## src/hw/rtl/pba_pkg.sv

```systemverilog
// pba_pkg: shared types and constants of the payload budget accounting block
// used by pba_ctrl, pba_dp and payload_budget_accounting; no dependencies
package pba_pkg;

    localparam int MAX_DISTINCT_DEF = 256;
    localparam int ID_W  = 11;
    localparam int VAL_W = 64;

    // result status codes
    typedef enum logic [1:0] {
        ST_OK       = 2'd0,
        ST_OVERFLOW = 2'd1,
        ST_BUDGET   = 2'd2,
        ST_CAPACITY = 2'd3
    } t_status;

    // controller states
    typedef enum logic [1:0] {
        S_IDLE   = 2'd0,
        S_SUM    = 2'd1,
        S_SCAN   = 2'd2,
        S_COMMIT = 2'd3
    } t_state;

    // controller to datapath commands
    typedef struct packed {
        logic load;
        logic sum;
        logic scan;
        logic commit;
    } t_cmd;

    // datapath to controller status
    typedef struct packed {
        logic scan_done;
        logic out_busy;
    } t_sts;

endpackage

```

## src/hw/rtl/pba_ctrl.sv

```systemverilog
// pba_ctrl: sequencer for accept, sum, identifier scan and commit
// depends on pba_pkg
module pba_ctrl (
    input  logic          i_clk,
    input  logic          i_rst_n,
    input  logic          i_in_valid,
    input  pba_pkg::t_sts i_sts,
    output logic          o_in_ready,
    output pba_pkg::t_cmd o_cmd
);

    pba_pkg::t_state r_state;
    pba_pkg::t_state n_state;

    // state register
    always_ff @(posedge i_clk) begin
        if (!i_rst_n) begin
            r_state <= pba_pkg::S_IDLE;
        end else begin
            r_state <= n_state;
        end
    end

    // next state and commands
    always_comb begin
        n_state    = r_state;
        o_in_ready = 1'b0;
        o_cmd      = '0;
        case (r_state)
            pba_pkg::S_IDLE: begin
                o_in_ready = 1'b1;
                if (i_in_valid) begin
                    o_cmd.load = 1'b1;
                    n_state    = pba_pkg::S_SUM;
                end
            end
            pba_pkg::S_SUM: begin
                o_cmd.sum = 1'b1;
                n_state   = pba_pkg::S_SCAN;
            end
            pba_pkg::S_SCAN: begin
                o_cmd.scan = 1'b1;
                if (i_sts.scan_done) begin
                    n_state = pba_pkg::S_COMMIT;
                end
            end
            pba_pkg::S_COMMIT: begin
                if (!i_sts.out_busy) begin
                    o_cmd.commit = 1'b1;
                    n_state      = pba_pkg::S_IDLE;
                end
            end
            default: begin
                n_state = pba_pkg::S_IDLE;
            end
        endcase
    end

endmodule

```

## config.mk

```make
export PLATFORM = sky130hd
export DESIGN_NAME = pba_ctrl
export DESIGN_NICKNAME = d
export VERILOG_FILES = /design/src/hw/rtl/pba_pkg.sv /design/src/hw/rtl/pba_ctrl.sv
export SDC_FILE = /design/constraint.sdc
export NUM_CORES = 1
export LEC_CHECK = 0
export ABC_AREA = 1
export BUFFER_PORTS_ARGS = -buffer_cell sky130_fd_sc_hd__buf_2
export CORE_AREA = 2 2 39 41
export DETAILED_ROUTE_END_ITERATION = 6
export DIE_AREA = 0 0 41 43
export GPL_TIMING_DRIVEN = 1
export SLEW_MARGIN = 15
export SYNTH_ARGS = -nofsm -noshare
export SYNTH_HDL_FRONTEND = slang
export SYNTH_SLANG_ARGS = --single-unit
```

## constraint.sdc

```tcl
create_clock -name i_clk -period 1.2 [get_ports i_clk]
set_input_delay 0.12 -clock i_clk [delete_from_list [all_inputs] [get_ports i_clk]]
set_output_delay 0.12 -clock i_clk [all_outputs]
set_load 0.01 [all_outputs]
```

==> impl_metrics.env, run 1 <==
export IMPL_clock_latency_ps=220
export IMPL_grt_total_usage_pct=4.70
export IMPL_synthDistinctLibCells=7
export IMPL_clk_pin_slew_ps=30
export IMPL_syn_num_nets=36
export IMPL_start_util_pct=12.8
export IMPL_grt_ovfl_total=0
export IMPL_slowest_delay_ps=360
export IMPL_rr_worst_depth=5
export IMPL_critPathTopFamily="flip-flops"
export IMPL_synth_top_area_share_pct=28.2
export IMPL_worst_path_buf_inv=3
export IMPL_fp_dieArea_um2=1760
export IMPL_largestRegisters="r_state (2)"
export IMPL_clock_skew_ps=0.494
export IMPL_antenna_left=0
export IMPL_ys_seq_area_share_pct=22.5
export IMPL_hold_class="input pin to flop"
export IMPL_cp_cell_sequence="inv_2 > ha_4 > nand2_1 > inv_1 > buf_2"
export IMPL_slew_headroom_pct=91.4
export IMPL_wl_per_cell_um=6.96
export IMPL_critPathRequiredTime_ps=1080
export IMPL_row_count=14
export IMPL_placed_cell_area_um2=243
export IMPL_crit_type="flop to primary output"
export IMPL_post_cts_repair_setup_buffers=0
export IMPL_tightest_slew_ps=129
export IMPL_cts_buffers_inserted=3
export IMPL_max_cap_violations=0
export IMPL_synthesis_area_um2=178
export IMPL_drc=0
export IMPL_fillers=163
export IMPL_slew_violations=0
export IMPL_die_w_um=41
export IMPL_post_route_period_util_pct=95.8
export IMPL_fin_crit_ps=1150
export IMPL_port_buffers=9
export IMPL_finalPower_mw=0.716
export IMPL_hp_start="i_rst_n"
export IMPL_yosysWarnings=0
export IMPL_drive_gt1_share_pct=46.2
export IMPL_die_h_um=43
export IMPL_regMostFlops="r_state"
export IMPL_ys_ff_latch=2
export IMPL_antenna_found_initial=0
export IMPL_synth_top_cell_by_area="ha_1"
export IMPL_end_kind="primary output"
export IMPL_gp_congestion=0.538
export IMPL_root_buffer="clkbuf_4"
export IMPL_drt_first_iter_violations=1
export IMPL_largest_reg_flops=2
export IMPL_cts_tree="built"
export IMPL_synth_area_top_cells="ha_1 (28%), dfxtp_1 (23%), nand2_1 (17%)"
export IMPL_reg2reg_slack_ps=130
export IMPL_area_growth_pct=58.5
export IMPL_wirelength_um=383
export IMPL_max_freq_mhz=870
export IMPL_n_antenna_cell=0
export IMPL_hold_violations=0
export IMPL_worstHoldPathCells=3
export IMPL_power_density_nw_per_um2=2540
export IMPL_outcome="finished clean"
export IMPL_clock_path_buffers=2
export IMPL_leakage_nw=0.163
export IMPL_worstPathMaxFanout=4
export IMPL_pin_count=10
export IMPL_setup_viol=0
export IMPL_min_to="r_state[0]"
export IMPL_cts_sinks=2
export IMPL_rsz0062_at_grt="no"
export IMPL_arrival_ps=1030
export IMPL_ir_drop_v=0.000545
export IMPL_hold_buffers=0
export IMPL_cts_htree_levels=1
export IMPL_fin_setup_tns_ps=0
export IMPL_reg2reg_from="r_state[0]"
export IMPL_grt_pass1_vias=140
export IMPL_grt_start_max_net_pins=5
export IMPL_coreArea_um2=1380
export IMPL_stdcell_area_um2=282
export IMPL_synthCells=27
export IMPL_avgSynthCellArea_um2=6.58
export IMPL_avgViaCountPerCell=3.16
export IMPL_nNetsFinal=50
export IMPL_num_vias=174
export IMPL_grt_pass1_wl_um=510
export IMPL_start_kind="flop"
export IMPL_worstReg2RegEnd="r_state[0]"
export IMPL_slowest_stage="dfxtp_1"
export IMPL_firstDrtPassIters=4
==> cells by family (layout without fill, tap and decap cells) <==
kind of cell,after synthesis,in the layout,synth area share [%]
flip-flops,2,2,22.5
adder cells (fa/ha/maj),4,4,28.2
AND/OR/NAND/NOR,15,15,36.6
buffers and inverters,6,18,12.7
==> per-stage QoR <==
stage	utilization (%)	hold slack [ps]	setup slack, ps	std cells
6_report	20.3	129	50.1	55
5_1_grt	20.3	137	1.62	55
4_1_cts	19.4	119	13.4	55
3_5_place_dp	17.5	363	42.4	52
3_3_place_gp	17.5	363	67.1	52
2_1_floorplan	-	240	86.5	27
==> timing repair <==
item	CTS	global route
gates resized for setup	2	4
pin swaps	0	1
setup endpoints to repair	1	3
hold endpoints to repair	0	0
==> area by class of cell <==
cell class | count | area, µm² | area share [%]
inverter | 6 | 22.5 | 8.00
clock buffer | 3 | 22.5 | 8.00
sequential | 2 | 41.3 | 14.7
timing repair buffer | 9 | 45.0 | 16.0
multi-input combinational | 19 | 130 | 46.2
tap | 16 | 20.0 | 7.11
==> Yosys cell counts (all sizes together) <==
master / number
nand2: 8
inv: 6
nor2: 5
ha: 4
dfxtp: 2
nand3: 1
or2: 1
==> tightest hold or removal path: cells and delay by family <==
kind          cells  cell delay (ps)
buf+inv           1              100
simple gates      2               80
==> cell usage in the layout, fill, tap and decap left out <==
master and instances:
buf_2 9, clkbuf_4 3, dfxtp_1 1, dfxtp_2 1, ha_1 2, ha_2 1, ha_4 1, inv_1 4
inv_2 2, nand2_1 8, nand3_2 1, nor2_1 5, or2_0 1
==> layer usage <==
metal / vias to the layer above / routed length, µm / GRT usage, %
met5: - / 0 / 0
met4: 0 / 0 / 4.00
met1: 62 / 173 / 5.10
met2: 10 / 158 / 5.94
met3: 0 / 51 / 3.14
li1: 102 / - / -
==> report_power, final <==
| part | switching, mW | total (mW) | internal, mW |
|---|---|---|---|
| Clock | 0.0370 | 0.147 | 0.110 |
| Sequential | 0.0324 | 0.138 | 0.106 |
| Combinational | 0.240 | 0.430 | 0.190 |
| Total | 0.309 | 0.716 | 0.406 |
==> worst max-delay path by stage <==
stage	startpoint	end	slack (ps)	depth (start not counted)
after floorplan	r_state[0]	r_state[0]	90	5
after global placement	r_state[0]	r_state[0]	70	5
after detailed placement	r_state[0]	r_state[0]	40	5
after CTS	r_state[1]	o_cmd[3]	10	5
after global routing	r_state[1]	o_cmd[0]	2	4
final	r_state[1]	o_cmd[3]	50	5
No activity file was read; power rests on OpenSTA's default activity.
==> run 2, diff against run 1 <==
--- a/config.mk
+++ b/config.mk
@@ -7,9 +7,9 @@
 export LEC_CHECK = 0
 export ABC_AREA = 1
 export BUFFER_PORTS_ARGS = -buffer_cell sky130_fd_sc_hd__buf_2
-export CORE_AREA = 2 2 39 41
+export CORE_AREA = 3 3 40 42
 export DETAILED_ROUTE_END_ITERATION = 6
-export DIE_AREA = 0 0 41 43
+export DIE_AREA = 0 0 43 45
 export GPL_TIMING_DRIVEN = 1
 export SLEW_MARGIN = 15
 export SYNTH_ARGS = -nofsm -noshare
==> run 2 against run 1 <==
  * Clock power barely moved
  * Non-clock buffer count unchanged
  * Clock-buffer cell count is the same
  * Sequential power about the same
  * Sequential cell count is the same
  * Hold slack better by 1.4 ps
==> impl_metrics.env, run 2 (synthesis results as in run 1) <==
export IMPL_outcome="finished clean"
export IMPL_worstPathMaxFanout=4
export IMPL_setup_viol=0
export IMPL_grt_pass1_vias=180
export IMPL_dpl_cell_count=51
export IMPL_slew_violations=0
export IMPL_arrival_ps=1010
export IMPL_gp_congestion=0.647
export IMPL_coreArea_um2=1280
export IMPL_power_density_nw_per_um2=2480
export IMPL_finalPower_mw=0.698
export IMPL_placed_cell_area_um2=241
export IMPL_avgViaCountPerCell=3.41
export IMPL_antenna_found_initial=0
export IMPL_clock_latency_ps=220
export IMPL_die_w_um=43
export IMPL_grt_total_usage_pct=5.32
export IMPL_clock_path_buffers=2
export IMPL_grt_pass1_wl_um=683
export IMPL_wirelength_um=341
export IMPL_pin_count=10
export IMPL_hold_buffers=0
export IMPL_cts_tree="built"
export IMPL_post_route_period_util_pct=94.0
export IMPL_root_buffer="clkbuf_4"
export IMPL_max_cap_violations=0
export IMPL_hold_violations=0
export IMPL_leakage_nw=0.164
export IMPL_grt_start_max_net_pins=5
export IMPL_start_util_pct=13.8
export IMPL_row_count=13
export IMPL_layout_common_cells="buf_2 (9), nand2_1 (8), inv_1 (5), nor2_1 (5), clkbuf_4 (3)"
export IMPL_cts_buffers_inserted=3
export IMPL_fin_setup_tns_ps=0
export IMPL_dp_hpwl_um=276
export IMPL_critPathRequiredTime_ps=1080
export IMPL_stdcell_area_um2=282
export IMPL_end_kind="primary output"
export IMPL_drt_first_iter_violations=4
export IMPL_worst_hold_slack_ps=131
export IMPL_firstDrtPassIters=2
export IMPL_clk_pin_slew_ps=30
export IMPL_grt_ovfl_total=0
export IMPL_drive_gt1_share_pct=46.2
export IMPL_area_growth_pct=58.5
export IMPL_clock_skew_ps=2.66
export IMPL_antenna_left=0
export IMPL_largestRegisters="r_state (2)"
export IMPL_tightest_slew_ps=138
export IMPL_cts_sinks=2
export IMPL_hold_class="input pin to flop"
export IMPL_ir_drop_v=0.000608
export IMPL_rsz0062_at_grt="no"
export IMPL_die_h_um=45
export IMPL_drc=0
export IMPL_fin_crit_ps=1130
export IMPL_nNetsFinal=50
export IMPL_start_kind="flop"
export IMPL_port_buffers=9
export IMPL_regMostFlops="r_state"
export IMPL_slew_headroom_pct=90.8
export IMPL_cts_htree_levels=1
export IMPL_largest_reg_flops=2
export IMPL_fillers=153
export IMPL_final_cells=54
export IMPL_crit_type="flop to primary output"
export IMPL_fp_dieArea_um2=1940
export IMPL_num_vias=184
export IMPL_wl_per_cell_um=6.31
export IMPL_max_freq_mhz=887
export IMPL_final_common_cell="buf_2"
export IMPL_n_antenna_cell=0
==> run 2: worst max-delay path: stages, from the launching register on <==
cell and delay [ps]:
dfxtp_2 320, inv_1 120, ha_4 160, nand2_1 40, inv_1 40, buf_2 110
==> run 2: worst paths after layout <==
| check | start | endpoint | slack, ps | cells after the start |
|---|---|---|---|---|
| worst min-delay path | i_rst_n | r_state[0] | 130 | 3 |
| worst max-delay path | r_state[1] | o_cmd[3] | 70 | 5 |
| worst min register to register | r_state[0] | r_state[0] | 590 | 4 |
| worst max register to register | r_state[0] | r_state[0] | 150 | 5 |
==> run 2: metrics by stage <==
| stage | worst slack (ps) | utilization [%] |
|---|---|---|
| 6_report | 72.0 | 21.9 |
| 5_1_grt | 2.95 | 21.9 |
| 4_1_cts | 10.2 | 20.7 |
| 3_5_place_dp | 68.2 | 18.8 |
| 3_3_place_gp | 70.4 | 18.8 |
| 2_1_floorplan | 86.5 | - |
==> run 2: cell type report <==
| type | count | area, µm² | share of cell area, % |
|---|---|---|---|
| tap | 15 | 18.8 | 6.67 |
| clock buffer | 3 | 22.5 | 8.00 |
| inverter | 6 | 22.5 | 8.00 |
| timing repair buffer | 9 | 45.0 | 16.0 |
| sequential | 2 | 42.5 | 15.1 |
| multi-input combinational | 19 | 130 | 46.2 |
==> run 2: power breakdown <==
| part | switching, mW | internal [mW] |
|---|---|---|
| combinational | 0.233 | 0.183 |
| sequential | 0.0286 | 0.110 |
| clock | 0.0337 | 0.110 |
| total | 0.296 | 0.403 |
==> run 2: what timing repair did <==
action / 4_1_cts / 5_1_grt
buffers inserted: 0 / 0
endpoints found under the setup margin: 1 / 5
pin swaps: 0 / 1
gates resized for setup: 1 / 5
==> run 2: per-layer routing <==
metal  vias up  wire [µm]  GRT usage [%]
li1        102          -              -
met1        73        155           5.02
met2         9        133           6.59
met3         0         52           4.78
met4         0          0           5.42
met5         -          0              0
